--- src/hdl/gcar_pkg.sv ---
// Shared types and constants for the glyph cache age replacement core
`timescale 1ns / 1ps
package gcar_pkg;

    localparam int CP_W       = 16;
    localparam int SLOT_W     = 4;
    localparam int OFFSET_W   = 23;
    localparam int CNT_W      = 32;
    localparam int AGE_W      = 8;
    localparam int CFG_IDX_W  = 1;
    localparam int CFG_DATA_W = 17;

    localparam logic [AGE_W-1:0] AGE_MAX = 8'd255;

    localparam logic [CFG_IDX_W-1:0] CFG_ENABLE      = 1'b0;
    localparam logic [CFG_IDX_W-1:0] CFG_GLYPH_COUNT = 1'b1;

    typedef enum logic [1:0] {
        STAT_REJECT    = 2'd0,
        STAT_HIT       = 2'd1,
        STAT_MISS_FILL = 2'd2,
        STAT_MISS_SKIP = 2'd3
    } t_status;

    typedef enum logic [1:0] {
        ST_IDLE,
        ST_CALC,
        ST_HOLD
    } t_state;

    typedef struct packed {
        logic take_in;
        logic run;
    } t_ctrl_cmd;

endpackage

--- src/hdl/gcar_req_if.sv ---
// Request channel: UTF-8 bytes, byte count and fill flag
`timescale 1ns / 1ps
interface gcar_req_if;
    logic       valid;
    logic       ready;
    logic [7:0] utf8_byte0;
    logic [7:0] utf8_byte1;
    logic [7:0] utf8_byte2;
    logic [2:0] byte_count;
    logic       fill_ok;

    modport source (
        output valid, utf8_byte0, utf8_byte1, utf8_byte2, byte_count, fill_ok,
        input  ready
    );
    modport sink (
        input  valid, utf8_byte0, utf8_byte1, utf8_byte2, byte_count, fill_ok,
        output ready
    );
endinterface

--- src/hdl/gcar_rsp_if.sv ---
// Result channel: lookup status, slot, codepoint, offset and counters
`timescale 1ns / 1ps
interface gcar_rsp_if;
    logic                            valid;
    logic                            ready;
    logic [1:0]                      status;
    logic [gcar_pkg::SLOT_W-1:0]     slot;
    logic [gcar_pkg::CP_W-1:0]       codepoint;
    logic [gcar_pkg::OFFSET_W-1:0]   read_offset;
    logic [gcar_pkg::CNT_W-1:0]      hit_total;
    logic [gcar_pkg::CNT_W-1:0]      miss_total;

    modport source (
        output valid, status, slot, codepoint, read_offset, hit_total, miss_total,
        input  ready
    );
    modport sink (
        input  valid, status, slot, codepoint, read_offset, hit_total, miss_total,
        output ready
    );
endinterface

--- src/hdl/gcar_ctrl.sv ---
// Controller state machine: sequences take, lookup and result hand-off
`timescale 1ns / 1ps
module gcar_ctrl (
    input  logic                i_clk,
    input  logic                i_rst_n,
    input  logic                i_in_valid,
    input  logic                i_out_ready,
    output logic                o_in_ready,
    output logic                o_out_valid,
    output gcar_pkg::t_ctrl_cmd o_cmd
);
    import gcar_pkg::*;

    t_state r_state;
    t_state n_state;

    always_ff @(posedge i_clk) begin
        if (!i_rst_n) begin
            r_state <= ST_IDLE;
        end else begin
            r_state <= n_state;
        end
    end

    always_comb begin
        n_state = r_state;
        unique case (r_state)
            ST_IDLE: begin
                if (i_in_valid) n_state = ST_CALC;
            end
            ST_CALC: begin
                n_state = ST_HOLD;
            end
            ST_HOLD: begin
                // a new word may enter in the cycle the result leaves
                if (i_out_ready) n_state = i_in_valid ? ST_CALC : ST_IDLE;
            end
            default: n_state = ST_IDLE;
        endcase
    end

    always_comb begin
        o_in_ready    = 1'b0;
        o_out_valid   = 1'b0;
        o_cmd.run     = 1'b0;
        unique case (r_state)
            ST_IDLE: o_in_ready = 1'b1;
            ST_CALC: o_cmd.run = 1'b1;
            ST_HOLD: begin
                o_out_valid = 1'b1;
                o_in_ready  = i_out_ready;
            end
            default: o_in_ready = 1'b0;
        endcase
        o_cmd.take_in = i_in_valid && o_in_ready;
    end

endmodule

--- src/hdl/gcar_datapath.sv ---
// Datapath: UTF-8 decode, tag store, age search and update, counters
`timescale 1ns / 1ps
module gcar_datapath #(
    parameter int CACHE_ENTRIES = 16,
    parameter int GLYPH_BYTES   = 72
) (
    input  logic                              i_clk,
    input  logic                              i_rst_n,
    input  gcar_pkg::t_ctrl_cmd               i_cmd,
    input  logic                              i_cfg_we,
    input  logic [gcar_pkg::CFG_IDX_W-1:0]    i_cfg_idx,
    input  logic [gcar_pkg::CFG_DATA_W-1:0]   i_cfg_wdata,
    input  logic [7:0]                        i_utf8_byte0,
    input  logic [7:0]                        i_utf8_byte1,
    input  logic [7:0]                        i_utf8_byte2,
    input  logic [2:0]                        i_byte_count,
    input  logic                              i_fill_ok,
    output logic [1:0]                        o_status,
    output logic [gcar_pkg::SLOT_W-1:0]       o_slot,
    output logic [gcar_pkg::CP_W-1:0]         o_codepoint,
    output logic [gcar_pkg::OFFSET_W-1:0]     o_read_offset,
    output logic [gcar_pkg::CNT_W-1:0]        o_hit_total,
    output logic [gcar_pkg::CNT_W-1:0]        o_miss_total
);
    import gcar_pkg::*;

    localparam int IW   = (CACHE_ENTRIES > 1) ? $clog2(CACHE_ENTRIES) : 1;
    localparam int P    = 1 << IW;
    localparam int GB_W = $clog2(GLYPH_BYTES + 1);
    localparam int PW   = CP_W + GB_W;

    localparam logic [7:0] LEAD2_MASK = 8'hE0;
    localparam logic [7:0] LEAD2_TAG  = 8'hC0;
    localparam logic [7:0] LEAD3_MASK = 8'hF0;
    localparam logic [7:0] LEAD3_TAG  = 8'hE0;
    localparam logic [7:0] CONT_MASK  = 8'hC0;
    localparam logic [7:0] CONT_TAG   = 8'h80;
    localparam logic [7:0] LEAD2_BITS = 8'h1F;
    localparam logic [7:0] LEAD3_BITS = 8'h0F;
    localparam logic [7:0] CONT_BITS  = 8'h3F;

    // configuration
    logic                  r_enable;
    logic [CFG_DATA_W-1:0] r_glyph_count;

    // request held for the lookup cycle
    logic [CP_W-1:0] r_cp;
    logic            r_ok;
    logic            r_fill;

    // tag store
    logic [CACHE_ENTRIES-1:0] r_valid;
    logic [CACHE_ENTRIES-1:0] n_valid;
    logic [CP_W-1:0]          r_key [CACHE_ENTRIES];
    logic [AGE_W-1:0]         r_age [CACHE_ENTRIES];
    logic [AGE_W-1:0]         n_age [CACHE_ENTRIES];
    logic [CNT_W-1:0]         r_hits;
    logic [CNT_W-1:0]         n_hits;
    logic [CNT_W-1:0]         r_misses;
    logic [CNT_W-1:0]         n_misses;

    // result register
    t_status             r_status;
    logic [SLOT_W-1:0]   r_slot;
    logic [CP_W-1:0]     r_codepoint;
    logic [OFFSET_W-1:0] r_offset;

    logic [CP_W-1:0]          w_cp;
    logic                     w_ok;
    logic [CACHE_ENTRIES-1:0] w_match;
    logic                     w_hit;
    logic [IW-1:0]            w_hit_idx;
    logic                     w_free;
    logic [IW-1:0]            w_free_idx;
    logic [AGE_W-1:0]         w_tree_age [2*P];
    logic [IW-1:0]            w_tree_idx [2*P];
    logic [IW-1:0]            w_victim;
    logic                     w_key_we;
    logic [PW-1:0]            w_prod;
    t_status                  w_status;

    // UTF-8 decode on the incoming word
    always_comb begin
        w_cp = '0;
        unique case (i_byte_count)
            3'd1: w_cp = {8'h00, i_utf8_byte0};
            3'd2: begin
                if ((i_utf8_byte0 & LEAD2_MASK) == LEAD2_TAG &&
                    (i_utf8_byte1 & CONT_MASK) == CONT_TAG) begin
                    w_cp = {5'b0, 5'(i_utf8_byte0 & LEAD2_BITS),
                            6'(i_utf8_byte1 & CONT_BITS)};
                end
            end
            3'd3: begin
                if ((i_utf8_byte0 & LEAD3_MASK) == LEAD3_TAG &&
                    (i_utf8_byte1 & CONT_MASK) == CONT_TAG &&
                    (i_utf8_byte2 & CONT_MASK) == CONT_TAG) begin
                    w_cp = {4'(i_utf8_byte0 & LEAD3_BITS),
                            6'(i_utf8_byte1 & CONT_BITS),
                            6'(i_utf8_byte2 & CONT_BITS)};
                end
            end
            default: w_cp = '0;
        endcase
        w_ok = r_enable && (i_byte_count != 3'd0) &&
               ({1'b0, w_cp} < r_glyph_count);
    end

    // tag compare, first hit and first free entry
    always_comb begin
        w_hit_idx  = '0;
        w_free_idx = '0;
        for (int i = CACHE_ENTRIES - 1; i >= 0; i--) begin
            w_match[i] = r_valid[i] && (r_key[i] == r_cp);
            if (w_match[i]) w_hit_idx = IW'(i);
            if (!r_valid[i]) w_free_idx = IW'(i);
        end
        w_hit  = |w_match;
        w_free = ~&r_valid;
    end

    // oldest entry: a tree of pairwise compares, ties go to the lower index
    always_comb begin
        for (int i = 0; i < P; i++) begin
            w_tree_age[P+i] = (i < CACHE_ENTRIES) ? r_age[i] : '0;
            w_tree_idx[P+i] = IW'(i);
        end
        w_tree_age[0] = '0;
        w_tree_idx[0] = '0;
        for (int k = P - 1; k >= 1; k--) begin
            if (w_tree_age[2*k+1] > w_tree_age[2*k]) begin
                w_tree_age[k] = w_tree_age[2*k+1];
                w_tree_idx[k] = w_tree_idx[2*k+1];
            end else begin
                w_tree_age[k] = w_tree_age[2*k];
                w_tree_idx[k] = w_tree_idx[2*k];
            end
        end
        w_victim = w_free ? w_free_idx : w_tree_idx[1];
    end

    // state update
    always_comb begin
        n_valid  = r_valid;
        n_age    = r_age;
        n_hits   = r_hits;
        n_misses = r_misses;
        w_key_we = 1'b0;
        if (i_cmd.run && r_ok) begin
            if (w_hit) begin
                n_age[w_hit_idx] = '0;
                n_hits = r_hits + 1'b1;
            end else begin
                n_misses = r_misses + 1'b1;
                // full store: age every entry, saturating
                if (!w_free) begin
                    for (int i = 0; i < CACHE_ENTRIES; i++) begin
                        if (r_age[i] != AGE_MAX) n_age[i] = r_age[i] + 1'b1;
                    end
                end
                if (r_fill) begin
                    n_valid[w_victim] = 1'b1;
                    n_age[w_victim]   = '0;
                    w_key_we          = 1'b1;
                end
            end
        end
    end

    assign w_prod = PW'(r_cp) * PW'(GLYPH_BYTES);

    always_comb begin
        priority if (!r_ok) w_status = STAT_REJECT;
        else if (w_hit)     w_status = STAT_HIT;
        else if (r_fill)    w_status = STAT_MISS_FILL;
        else                w_status = STAT_MISS_SKIP;
    end

    always_ff @(posedge i_clk) begin
        if (!i_rst_n) begin
            r_enable      <= 1'b0;
            r_glyph_count <= '0;
            r_valid       <= '0;
            r_hits        <= '0;
            r_misses      <= '0;
            for (int i = 0; i < CACHE_ENTRIES; i++) r_age[i] <= '0;
        end else begin
            if (i_cfg_we) begin
                unique case (i_cfg_idx)
                    CFG_ENABLE:      r_enable      <= i_cfg_wdata[0];
                    CFG_GLYPH_COUNT: r_glyph_count <= i_cfg_wdata;
                    default:         r_enable      <= r_enable;
                endcase
            end
            r_valid  <= n_valid;
            r_age    <= n_age;
            r_hits   <= n_hits;
            r_misses <= n_misses;
        end
    end

    always_ff @(posedge i_clk) begin
        if (i_cmd.take_in) begin
            r_cp   <= w_cp;
            r_ok   <= w_ok;
            r_fill <= i_fill_ok;
        end
        if (w_key_we) r_key[w_victim] <= r_cp;
        if (i_cmd.run) begin
            r_status    <= w_status;
            r_slot      <= r_ok ? SLOT_W'(w_hit ? w_hit_idx : w_victim) : '0;
            r_codepoint <= r_cp;
            r_offset    <= r_ok ? OFFSET_W'(w_prod) : '0;
        end
    end

    assign o_status      = r_status;
    assign o_slot        = r_slot;
    assign o_codepoint   = r_codepoint;
    assign o_read_offset = r_offset;
    assign o_hit_total   = r_hits;
    assign o_miss_total  = r_misses;

endmodule

--- src/hdl/glyph_cache_age_replacement_core.sv ---
// Top level of the glyph cache tag store with age-based replacement
//
//  Channel  | Direction | Handshake        | Word
//  ---------+-----------+------------------+---------------------------------------------
//  i_req    | in        | valid / ready    | utf8_byte0..2, byte_count, fill_ok
//  o_rsp    | out       | valid / ready    | status, slot, codepoint, read_offset, totals
//  i_cfg_*  | in        | write enable     | index 0 enable, index 1 glyph_count
//
//  A word is decoded as it is accepted, then the lookup state (ST_CALC)
//  runs the parallel tag compare, the oldest-entry tree and the age update.
//  The result register holds the word; a new request is taken in the cycle it leaves.
//  Reset is synchronous: valid bits, ages, counters and configuration clear at once.
`timescale 1ns / 1ps
module glyph_cache_age_replacement_core #(
    parameter int CACHE_ENTRIES = 16,
    parameter int GLYPH_BYTES   = 72
) (
    input  logic                            i_clk,
    input  logic                            i_rst_n,
    gcar_req_if.sink                        i_req,
    gcar_rsp_if.source                      o_rsp,
    input  logic                            i_cfg_we,
    input  logic [gcar_pkg::CFG_IDX_W-1:0]  i_cfg_idx,
    input  logic [gcar_pkg::CFG_DATA_W-1:0] i_cfg_wdata
);
    import gcar_pkg::*;

    t_ctrl_cmd w_cmd;
    logic      w_in_ready;
    logic      w_out_valid;

    gcar_ctrl u_ctrl (
        .i_clk       (i_clk),
        .i_rst_n     (i_rst_n),
        .i_in_valid  (i_req.valid),
        .i_out_ready (o_rsp.ready),
        .o_in_ready  (w_in_ready),
        .o_out_valid (w_out_valid),
        .o_cmd       (w_cmd)
    );

    gcar_datapath #(
        .CACHE_ENTRIES (CACHE_ENTRIES),
        .GLYPH_BYTES   (GLYPH_BYTES)
    ) u_datapath (
        .i_clk         (i_clk),
        .i_rst_n       (i_rst_n),
        .i_cmd         (w_cmd),
        .i_cfg_we      (i_cfg_we),
        .i_cfg_idx     (i_cfg_idx),
        .i_cfg_wdata   (i_cfg_wdata),
        .i_utf8_byte0  (i_req.utf8_byte0),
        .i_utf8_byte1  (i_req.utf8_byte1),
        .i_utf8_byte2  (i_req.utf8_byte2),
        .i_byte_count  (i_req.byte_count),
        .i_fill_ok     (i_req.fill_ok),
        .o_status      (o_rsp.status),
        .o_slot        (o_rsp.slot),
        .o_codepoint   (o_rsp.codepoint),
        .o_read_offset (o_rsp.read_offset),
        .o_hit_total   (o_rsp.hit_total),
        .o_miss_total  (o_rsp.miss_total)
    );

    assign i_req.ready = w_in_ready;
    assign o_rsp.valid = w_out_valid;

    // a result is only raised for a request that was taken and then passed the lookup state
    a_result_follows_request: assert property (@(posedge i_clk) disable iff (!i_rst_n)
        $rose(o_rsp.valid) |-> $past(i_req.valid && i_req.ready, 2))
        else $error("result word without a request two cycles earlier");

    // a pending result is never overrun by a new request
    a_no_overrun: assert property (@(posedge i_clk) disable iff (!i_rst_n)
        (i_req.ready && o_rsp.valid) |-> o_rsp.ready)
        else $error("request taken while result word is stalled");

    // a rejected request carries no slot and no offset
    a_reject_clean: assert property (@(posedge i_clk) disable iff (!i_rst_n)
        (o_rsp.valid && o_rsp.status == STAT_REJECT) |->
            (o_rsp.slot == '0 && o_rsp.read_offset == '0))
        else $error("rejected word with non-zero slot or offset");

    // totals only move when a lookup cycle has run
    a_totals_stable: assert property (@(posedge i_clk) disable iff (!i_rst_n)
        (o_rsp.valid && $past(o_rsp.valid)) |->
            ($stable(o_rsp.hit_total) && $stable(o_rsp.miss_total)))
        else $error("counters moved while a result word was held");

endmodule

--- src/flat_wrapper.sv ---
// flat-port wrapper written by rule: the top's interface ports become plain ports
module glyph_cache_age_replacement_core_flat import gcar_pkg::*;
#(
    parameter int CACHE_ENTRIES = 16,
    parameter int GLYPH_BYTES   = 72
)
  (i_clk, i_rst_n, i_cfg_we, i_cfg_idx, i_cfg_wdata, i_req_valid, i_req_utf8_byte0, i_req_utf8_byte1, i_req_utf8_byte2, i_req_byte_count, i_req_fill_ok, i_req_ready, o_rsp_valid, o_rsp_status, o_rsp_slot, o_rsp_codepoint, o_rsp_read_offset, o_rsp_hit_total, o_rsp_miss_total, o_rsp_ready);
  gcar_req_if i_req_i ();
  gcar_rsp_if o_rsp_i ();
  input  logic i_clk;
  input  logic i_rst_n;
  input  logic i_cfg_we;
  input  logic [gcar_pkg::CFG_IDX_W-1:0] i_cfg_idx;
  input  logic [gcar_pkg::CFG_DATA_W-1:0] i_cfg_wdata;
  input wire logic [$bits(i_req_i.valid)-1:0] i_req_valid;
  input wire logic [$bits(i_req_i.utf8_byte0)-1:0] i_req_utf8_byte0;
  input wire logic [$bits(i_req_i.utf8_byte1)-1:0] i_req_utf8_byte1;
  input wire logic [$bits(i_req_i.utf8_byte2)-1:0] i_req_utf8_byte2;
  input wire logic [$bits(i_req_i.byte_count)-1:0] i_req_byte_count;
  input wire logic [$bits(i_req_i.fill_ok)-1:0] i_req_fill_ok;
  output wire logic [$bits(i_req_i.ready)-1:0] i_req_ready;
  output wire logic [$bits(o_rsp_i.valid)-1:0] o_rsp_valid;
  output wire logic [$bits(o_rsp_i.status)-1:0] o_rsp_status;
  output wire logic [$bits(o_rsp_i.slot)-1:0] o_rsp_slot;
  output wire logic [$bits(o_rsp_i.codepoint)-1:0] o_rsp_codepoint;
  output wire logic [$bits(o_rsp_i.read_offset)-1:0] o_rsp_read_offset;
  output wire logic [$bits(o_rsp_i.hit_total)-1:0] o_rsp_hit_total;
  output wire logic [$bits(o_rsp_i.miss_total)-1:0] o_rsp_miss_total;
  input wire logic [$bits(o_rsp_i.ready)-1:0] o_rsp_ready;
  assign i_req_i.valid = i_req_valid;
  assign i_req_i.utf8_byte0 = i_req_utf8_byte0;
  assign i_req_i.utf8_byte1 = i_req_utf8_byte1;
  assign i_req_i.utf8_byte2 = i_req_utf8_byte2;
  assign i_req_i.byte_count = i_req_byte_count;
  assign i_req_i.fill_ok = i_req_fill_ok;
  assign i_req_ready = i_req_i.ready;
  assign o_rsp_valid = o_rsp_i.valid;
  assign o_rsp_status = o_rsp_i.status;
  assign o_rsp_slot = o_rsp_i.slot;
  assign o_rsp_codepoint = o_rsp_i.codepoint;
  assign o_rsp_read_offset = o_rsp_i.read_offset;
  assign o_rsp_hit_total = o_rsp_i.hit_total;
  assign o_rsp_miss_total = o_rsp_i.miss_total;
  assign o_rsp_i.ready = o_rsp_ready;
  glyph_cache_age_replacement_core #(.CACHE_ENTRIES(CACHE_ENTRIES), .GLYPH_BYTES(GLYPH_BYTES)) u_core (.i_clk(i_clk), .i_rst_n(i_rst_n), .i_req(i_req_i), .o_rsp(o_rsp_i), .i_cfg_we(i_cfg_we), .i_cfg_idx(i_cfg_idx), .i_cfg_wdata(i_cfg_wdata));
endmodule
--- config.mk ---
export PLATFORM = sky130hd
export DESIGN_NAME = glyph_cache_age_replacement_core_flat
export DESIGN_NICKNAME = d
export VERILOG_FILES = /design/src/hdl/gcar_pkg.sv /design/src/hdl/gcar_req_if.sv /design/src/hdl/gcar_rsp_if.sv /design/src/hdl/gcar_ctrl.sv /design/src/hdl/gcar_datapath.sv /design/src/hdl/glyph_cache_age_replacement_core.sv /design/src/flat_wrapper.sv
export SDC_FILE = /design/constraint.sdc
export NUM_CORES = 2
export LEC_CHECK = 0
export BUFFER_PORTS_ARGS = -buffer_cell sky130_fd_sc_hd__buf_2
export CORE_MARGIN = 2
export CORE_UTILIZATION = 45
export CTS_CLUSTER_DIAMETER = 150
export DETAILED_ROUTE_END_ITERATION = 6
export GPL_TIMING_DRIVEN = 0
export PLACE_DENSITY = 0.59
export SLEW_MARGIN = 20
export SYNTH_ARGS = -nofsm -noshare
export SYNTH_HDL_FRONTEND = slang
export SYNTH_SLANG_ARGS = --single-unit
--- constraint.sdc ---
create_clock -name i_clk -period 20.7 [get_ports i_clk]
set_clock_uncertainty 0.15 [all_clocks]
set_input_delay 1.035 -clock i_clk [delete_from_list [all_inputs] [get_ports i_clk]]
set_output_delay 1.035 -clock i_clk [all_outputs]
set_load 0.005 [all_outputs]
; ---- Word-level counts from Yosys, hierarchy flattened
; Memories as Yosys holds them, arrays and structs flattened.
; Cells that the tools add are included.
; Widths: inputs -> output; s select.
[totals]
reg_bits = 291
mem_bits_rw = 256
inputBits = 51
out_inout_bits = 111
elab_cells = 270
n_memories = 1
[mem_list]
columns = memory, words, width, read_ports, rd_ports_with_merged_regs, wr, line
row1 = u_core.u_datapath.r_key, 16, 16, 16, 0, 1, gcar_datapath.sv:54  ; logic [CP_W-1:0] r_key [CACHE_ENTRIES];
[op_classes]
addsub = 18
multipliers = 1
magnitude_cmp = 22
eq_ne = 43
muxes = 107
bitwise_logic = 10
reduce_logical = 37
[op_table]
columns = operator, n
row1 = $mux 128, 5
row2 = $and 128x128->128, 2
row3 = $eq 16x16->1, 16
row4 = $mux 8, 32
row5 = $not 128->128, 2
row6 = $mux 4, 41
row7 = $add 8x1->8 const B, 16
row8 = $ne 8x8->1 const B, 16
row9 = $gt 8x8->1, 15
row10 = $add 32x1->32 const B, 2
row11 = $demux 8 s4, 2
row12 = $pmux 16 s3, 1
row13 = $logic_and 1x1->1, 26
row14 = $mul 16x4->20 const B, 1
row15 = $mux 1, 19
row16 = $lt 16x17->1, 1
row17 = $reduce_or 17->1, 1
row18 = $mux 16, 1
row19 = $or 16x16->16, 1
row20 = $reduce_and 16->1, 1
row21 = $reduce_or 16->1, 1
row22 = $mux 11, 1
row23 = $ge 5x5->1 const B, 2
row24 = $lt 5x1->1 const B, 2
row25 = 19 further kinds, 31

; ---- Depth between registers and ports, before layout
; An unclocked memory read counts as a cell.
[logic_depth]
depth_word = 27
ltp_mapped = 41
mapped_depth_nobuf = 34

; ---- By module
; Synthesis repeated with hierarchy kept, for this count alone.
[hier_totals]
cells_unflattened = 3163
hier_area_um2 = 31467.7
[modules_own_cells]
columns = mod, n_inst, cells_each, area_each_um2, seq_area_each_um2
row1 = gcar_datapath, 1, 3152, 31350.1, 14013.4
row2 = gcar_ctrl, 1, 11, 117.6, 40.0

; ---- Worst setup path before layout
; Ideal clock, no wire load.
[synth_timing]
path_type = register to register
startpoint = reg u_core.u_datapath.r_age[78] (netlist name)
endpoint = mem u_core.u_datapath.r_key[1][0] (enable)
setup_time_ns = 0.390
arrival_ns = 7.919
required_time_ns = 20.160
slack_ns = 12.241
stages_incl_launch_ff = 36
n_path_buf = 6
synth_period_minus_slack_ns = 8.459
path_cell_list = dfxtp_1 -> inv_1 -> ha_1 -> a21o_1 -> a21oi_1 -> a31oi_1 -> o21ai_0 -> clkbuf_1 -> mux2_2 -> ha_1 -> nor2b_1 -> o21ai_0 -> a31oi_1 -> o21ai_1 -> clkbuf_1 -> a21oi_1 -> ha_1 -> o211ai_1 -> a21oi_1 -> o221ai_1 -> a21oi_1 -> buf_1 -> clkbuf_1 -> nor2_1 -> a21oi_1 -> ha_1 -> a21o_1 -> a22oi_1 -> a31oi_1 -> nand2_1 -> nor2_1 -> a221oi_1 -> clkbuf_1 -> clkbuf_1 -> nand2_1 -> nor2_1
[synth_via]
elab_chain_len = 9
elab_cells_between_ends = 12
classes_between = 4 x order compare / 8 x mux
[synth_rtl]
columns = element, line
row1 = from (decl), gcar_datapath.sv:55  ; logic [AGE_W-1:0] r_age [CACHE_ENTRIES];
row2 = from (signal assigned), gcar_datapath.sv:196  ; r_age <= n_age;
row3 = $gt 8x8->1, gcar_datapath.sv:131  ; if (w_tree_age[2*k+1] > w_tree_age[2*k]) begin
row4 = $mux 8, gcar_datapath.sv:131
row5 = $gt 8x8->1, gcar_datapath.sv:131
row6 = $mux 8, gcar_datapath.sv:131
row7 = $gt 8x8->1, gcar_datapath.sv:131
row8 = $mux 8, gcar_datapath.sv:131
row9 = $gt 8x8->1, gcar_datapath.sv:131
row10 = $mux 4 *, gcar_datapath.sv:131
row11 = $mux 4 *, gcar_datapath.sv:139  ; w_victim = w_free ? w_free_idx : w_tree_idx[1];
row12 = to (decl), gcar_datapath.sv:54
; Every way passes the cells marked *; elsewhere a longest branch is shown, timed or not.

; ---- Final worst setup path
[layout_timing]
startpoint = reg u_core.u_datapath.r_age[107] (netlist name)
endpoint = mem u_core.u_datapath.r_key[13][3] (enable)
; Same word-level chain as after synthesis.

==> results.ini <==
[run_status]
status=completed

[route]
drtAntennaViolNets=0
drt_drc_violations_left=0
drt_iter0_markers=2619
wirelength_um=100900
wire_per_inst_um=23.27
vias_per_cell=6.029
drt_first_pass_iters=6
vias=26150

[placement]
placed_area_um2=33180
gp_congestion=0.9239
dp_hpwl_um=72670
numPortBuffers=158

[die]
core_um2=68350
rows=96
die_w_um=266.0
die_h_um=266.0
io_pins=162
initial_core_util=0.4521
die_area_um2=70780

[setup_path]
start_kind=register
cp_max_fo=17
timing.rr.start=u_core.u_datapath.r_age[107]
crit_top_cell=clkbuf_1
slowest_delay_ns=0.94
path_class=reg2reg
arrival_ns=11.62
cp-end-kind=register
crit_required_ns=20.82
crit_path_top_delay_cell=a221oi_1
crit_path_start=u_core.u_datapath.r_age[107]

[clock_network]
cts.path.max_buffers=3
cts_hold_buf=0
clk_pin_slew_ns=0.07
tritoncts=done
numCtsBuffers=60
cts-resized-gates=0
clk_latency_ns=0.66
cts_max_level=2
clock-root-buffer=clkbuf_16
post_cts_buffers=0
clock_sinks=544

[global_route]
grt_max_degree=21
grt-ovfl-total=0
grt_pass1_wl_um=151400
grt_pass1_vias=25100
grt_use_total=0.2799
antenna_found_initial=2

[timing]
worstMarginPinSlew_ns=1.168
finalSetupTns_ns=0
period_needed_ns=11.50
slew_headroom=0.2211
fin_crit_sh=0.5555
slew_violations=0
hold_viol_final=0
setup_viol=0
fmax_mhz=86.96
rsz0062_at_grt=no

[synthesis]
ys_seq_elements=544
synth-warning-count=0
synth_async_sr_flop_share=0
synth_edf_count=316
netlist_area_um2=30900
synth.avg_cell_area_um2=9.778
yosys_most_used_dff=edfxtp_1
synthCells=3160
yosysSeqAreaShare=0.4548
synth.distinct_cells=88

[layout]
fillers=6230
layout-drive-gt1-share=0.1118
regArea_um2=14050
area_growth_pct=13.63
final_area_um2=35110
final_nets=3633
final_cell_mix=edfxtp_1, nand2_1, xnor2_1, dfxtp_1, nor2_1
final_common_cell=edfxtp_1
multi_input_area_um2=15740

[hold_path]
hold_start=u_core.u_datapath.r_glyph_count[5]
hold_class=reg2reg

[pwr]
p_per_area_nw_per_um2=68.43
ir_worst_vdd_uv=67.24
p_leak_uw=0.01298

[run]
maxCapViolations=0

-- routing by layer --
layer	vias to the layer above	global-route usage	routed length [um]
met5	-	0	0
li1	12140	-	-
met4	0	0.08761	3005
met1	12700	0.3966	44670
met2	1135	0.4422	44930
met3	171	0.04030	8300
-- critical path: cells and delay by family, from the launching register on --
family | cells | cell delay, ns
DFF | 1 | 0.47
and+or+nand+nor | 6 | 1.85
adders and majority gates | 4 | 1.32
buffers and inverters | 8 | 2.73
AOI/OAI and AO/OA | 19 | 4.57
-- Yosys cell counts, types with 19 or more instances --
| library cell | number | share of area |
|---|---|---|
| and3_1 | 59 | 0.012 |
| nor2_1 | 231 | 0.028 |
| xor2_1 | 103 | 0.029 |
| clkbuf_1 | 61 | 0.0074 |
| nand3_1 | 145 | 0.023 |
| nor3_1 | 86 | 0.014 |
| buf_4 | 26 | 0.0063 |
| a21oi_1 | 202 | 0.033 |
| or4_1 | 24 | 0.0058 |
| inv_1 | 153 | 0.019 |
| mux2i_1 | 48 | 0.016 |
| nand2_1 | 243 | 0.030 |
| ha_1 | 179 | 0.072 |
| dfxtp_1 | 228 | 0.15 |
| a21o_1 | 36 | 0.0087 |
| and2_1 | 39 | 0.0079 |
| xnor2_1 | 228 | 0.065 |
| a31oi_1 | 57 | 0.012 |
| nand4_1 | 148 | 0.030 |
| o21ai_0 | 146 | 0.024 |
| nor2b_1 | 19 | 0.0038 |
| and4_1 | 25 | 0.0071 |
| o21a_1 | 30 | 0.0073 |
| edfxtp_1 | 316 | 0.31 |
-- flip-flops by register name (all words and copies together) (netlist names) --
name	cells
u_core.u_datapath.r_cp	16
u_core.u_datapath.o_slot	4
u_core.u_datapath.r_age	128
u_core.u_datapath.r_ok	1
u_core.u_datapath.r_key	256
u_core.u_datapath.o_hit_total	32
u_core.u_datapath.r_valid	16
u_core.u_datapath.o_codepoint	16
u_core.u_datapath.o_status	2
u_core.u_datapath.r_glyph_count	17
u_core.u_ctrl.r_state	2
u_core.u_datapath.r_enable	1
u_core.u_datapath.o_read_offset	20
u_core.u_datapath.r_fill	1
u_core.u_datapath.o_miss_total	32
-- layout make-up --
type / instances / area share
Multi-Input combinational cell: 2347 / 0.4482
Sequential cell: 544 / 0.4002
Clock buffer: 79 / 0.04679
Timing Repair Buffer: 178 / 0.03225
Tap cell: 882 / 0.03143
Buffer: 116 / 0.01757
Inverter: 155 / 0.01657
Clock inverter: 35 / 0.006842
Antenna cell: 1 / 0.00007127
-- report_power, final --
| part | internal, uW | switching (uW) | total, uW |
|---|---|---|---|
| clock | 571 | 464 | 1040 |
| sequential | 1150 | 14.2 | 1170 |
| combinational | 69.4 | 130 | 199 |
-- through the flow --
stage / cells / utilization / total power, uW / worst slack (ns) / hold WS [ns]
2_1_floorplan: 3162 / - / 1304 / 12.24 / 0.2863
3_3_place_gp: 4202 / 0.4799 / 1376 / 9.431 / 0.2968
3_5_place_dp: 4220 / 0.4855 / 1386 / 9.550 / 0.2988
4_1_cts: 4334 / 0.5131 / 2418 / 9.531 / 0.3095
5_1_grt: 4336 / 0.5137 / 2476 / 8.451 / 0.3361
6_report: 4337 / 0.5137 / 2403 / 9.201 / 0.3040
-- path summary, 6_finish.rpt --
kind	cells after the start	to	slack [ns]
max	37	u_core.u_datapath.r_key[13][3]	9.20
min	2	u_core.u_datapath.r_glyph_count[5]	0.30
max reg2reg	37	u_core.u_datapath.r_key[13][3]	9.20
min reg2reg	2	u_core.u_datapath.r_glyph_count[5]	0.30
-- cell families after synthesis --
kind of cell,after synthesis,share of synthesized area
fa+ha+maj,180,0.07313
simple gates,1140,0.1912
mux,62,0.02065
compound gates,631,0.1275
buf+inv,271,0.03875
other cells,1,0.0001214
xor+xnor,331,0.09382
flops,544,0.4548
Power figures use the tool's default switching activity.
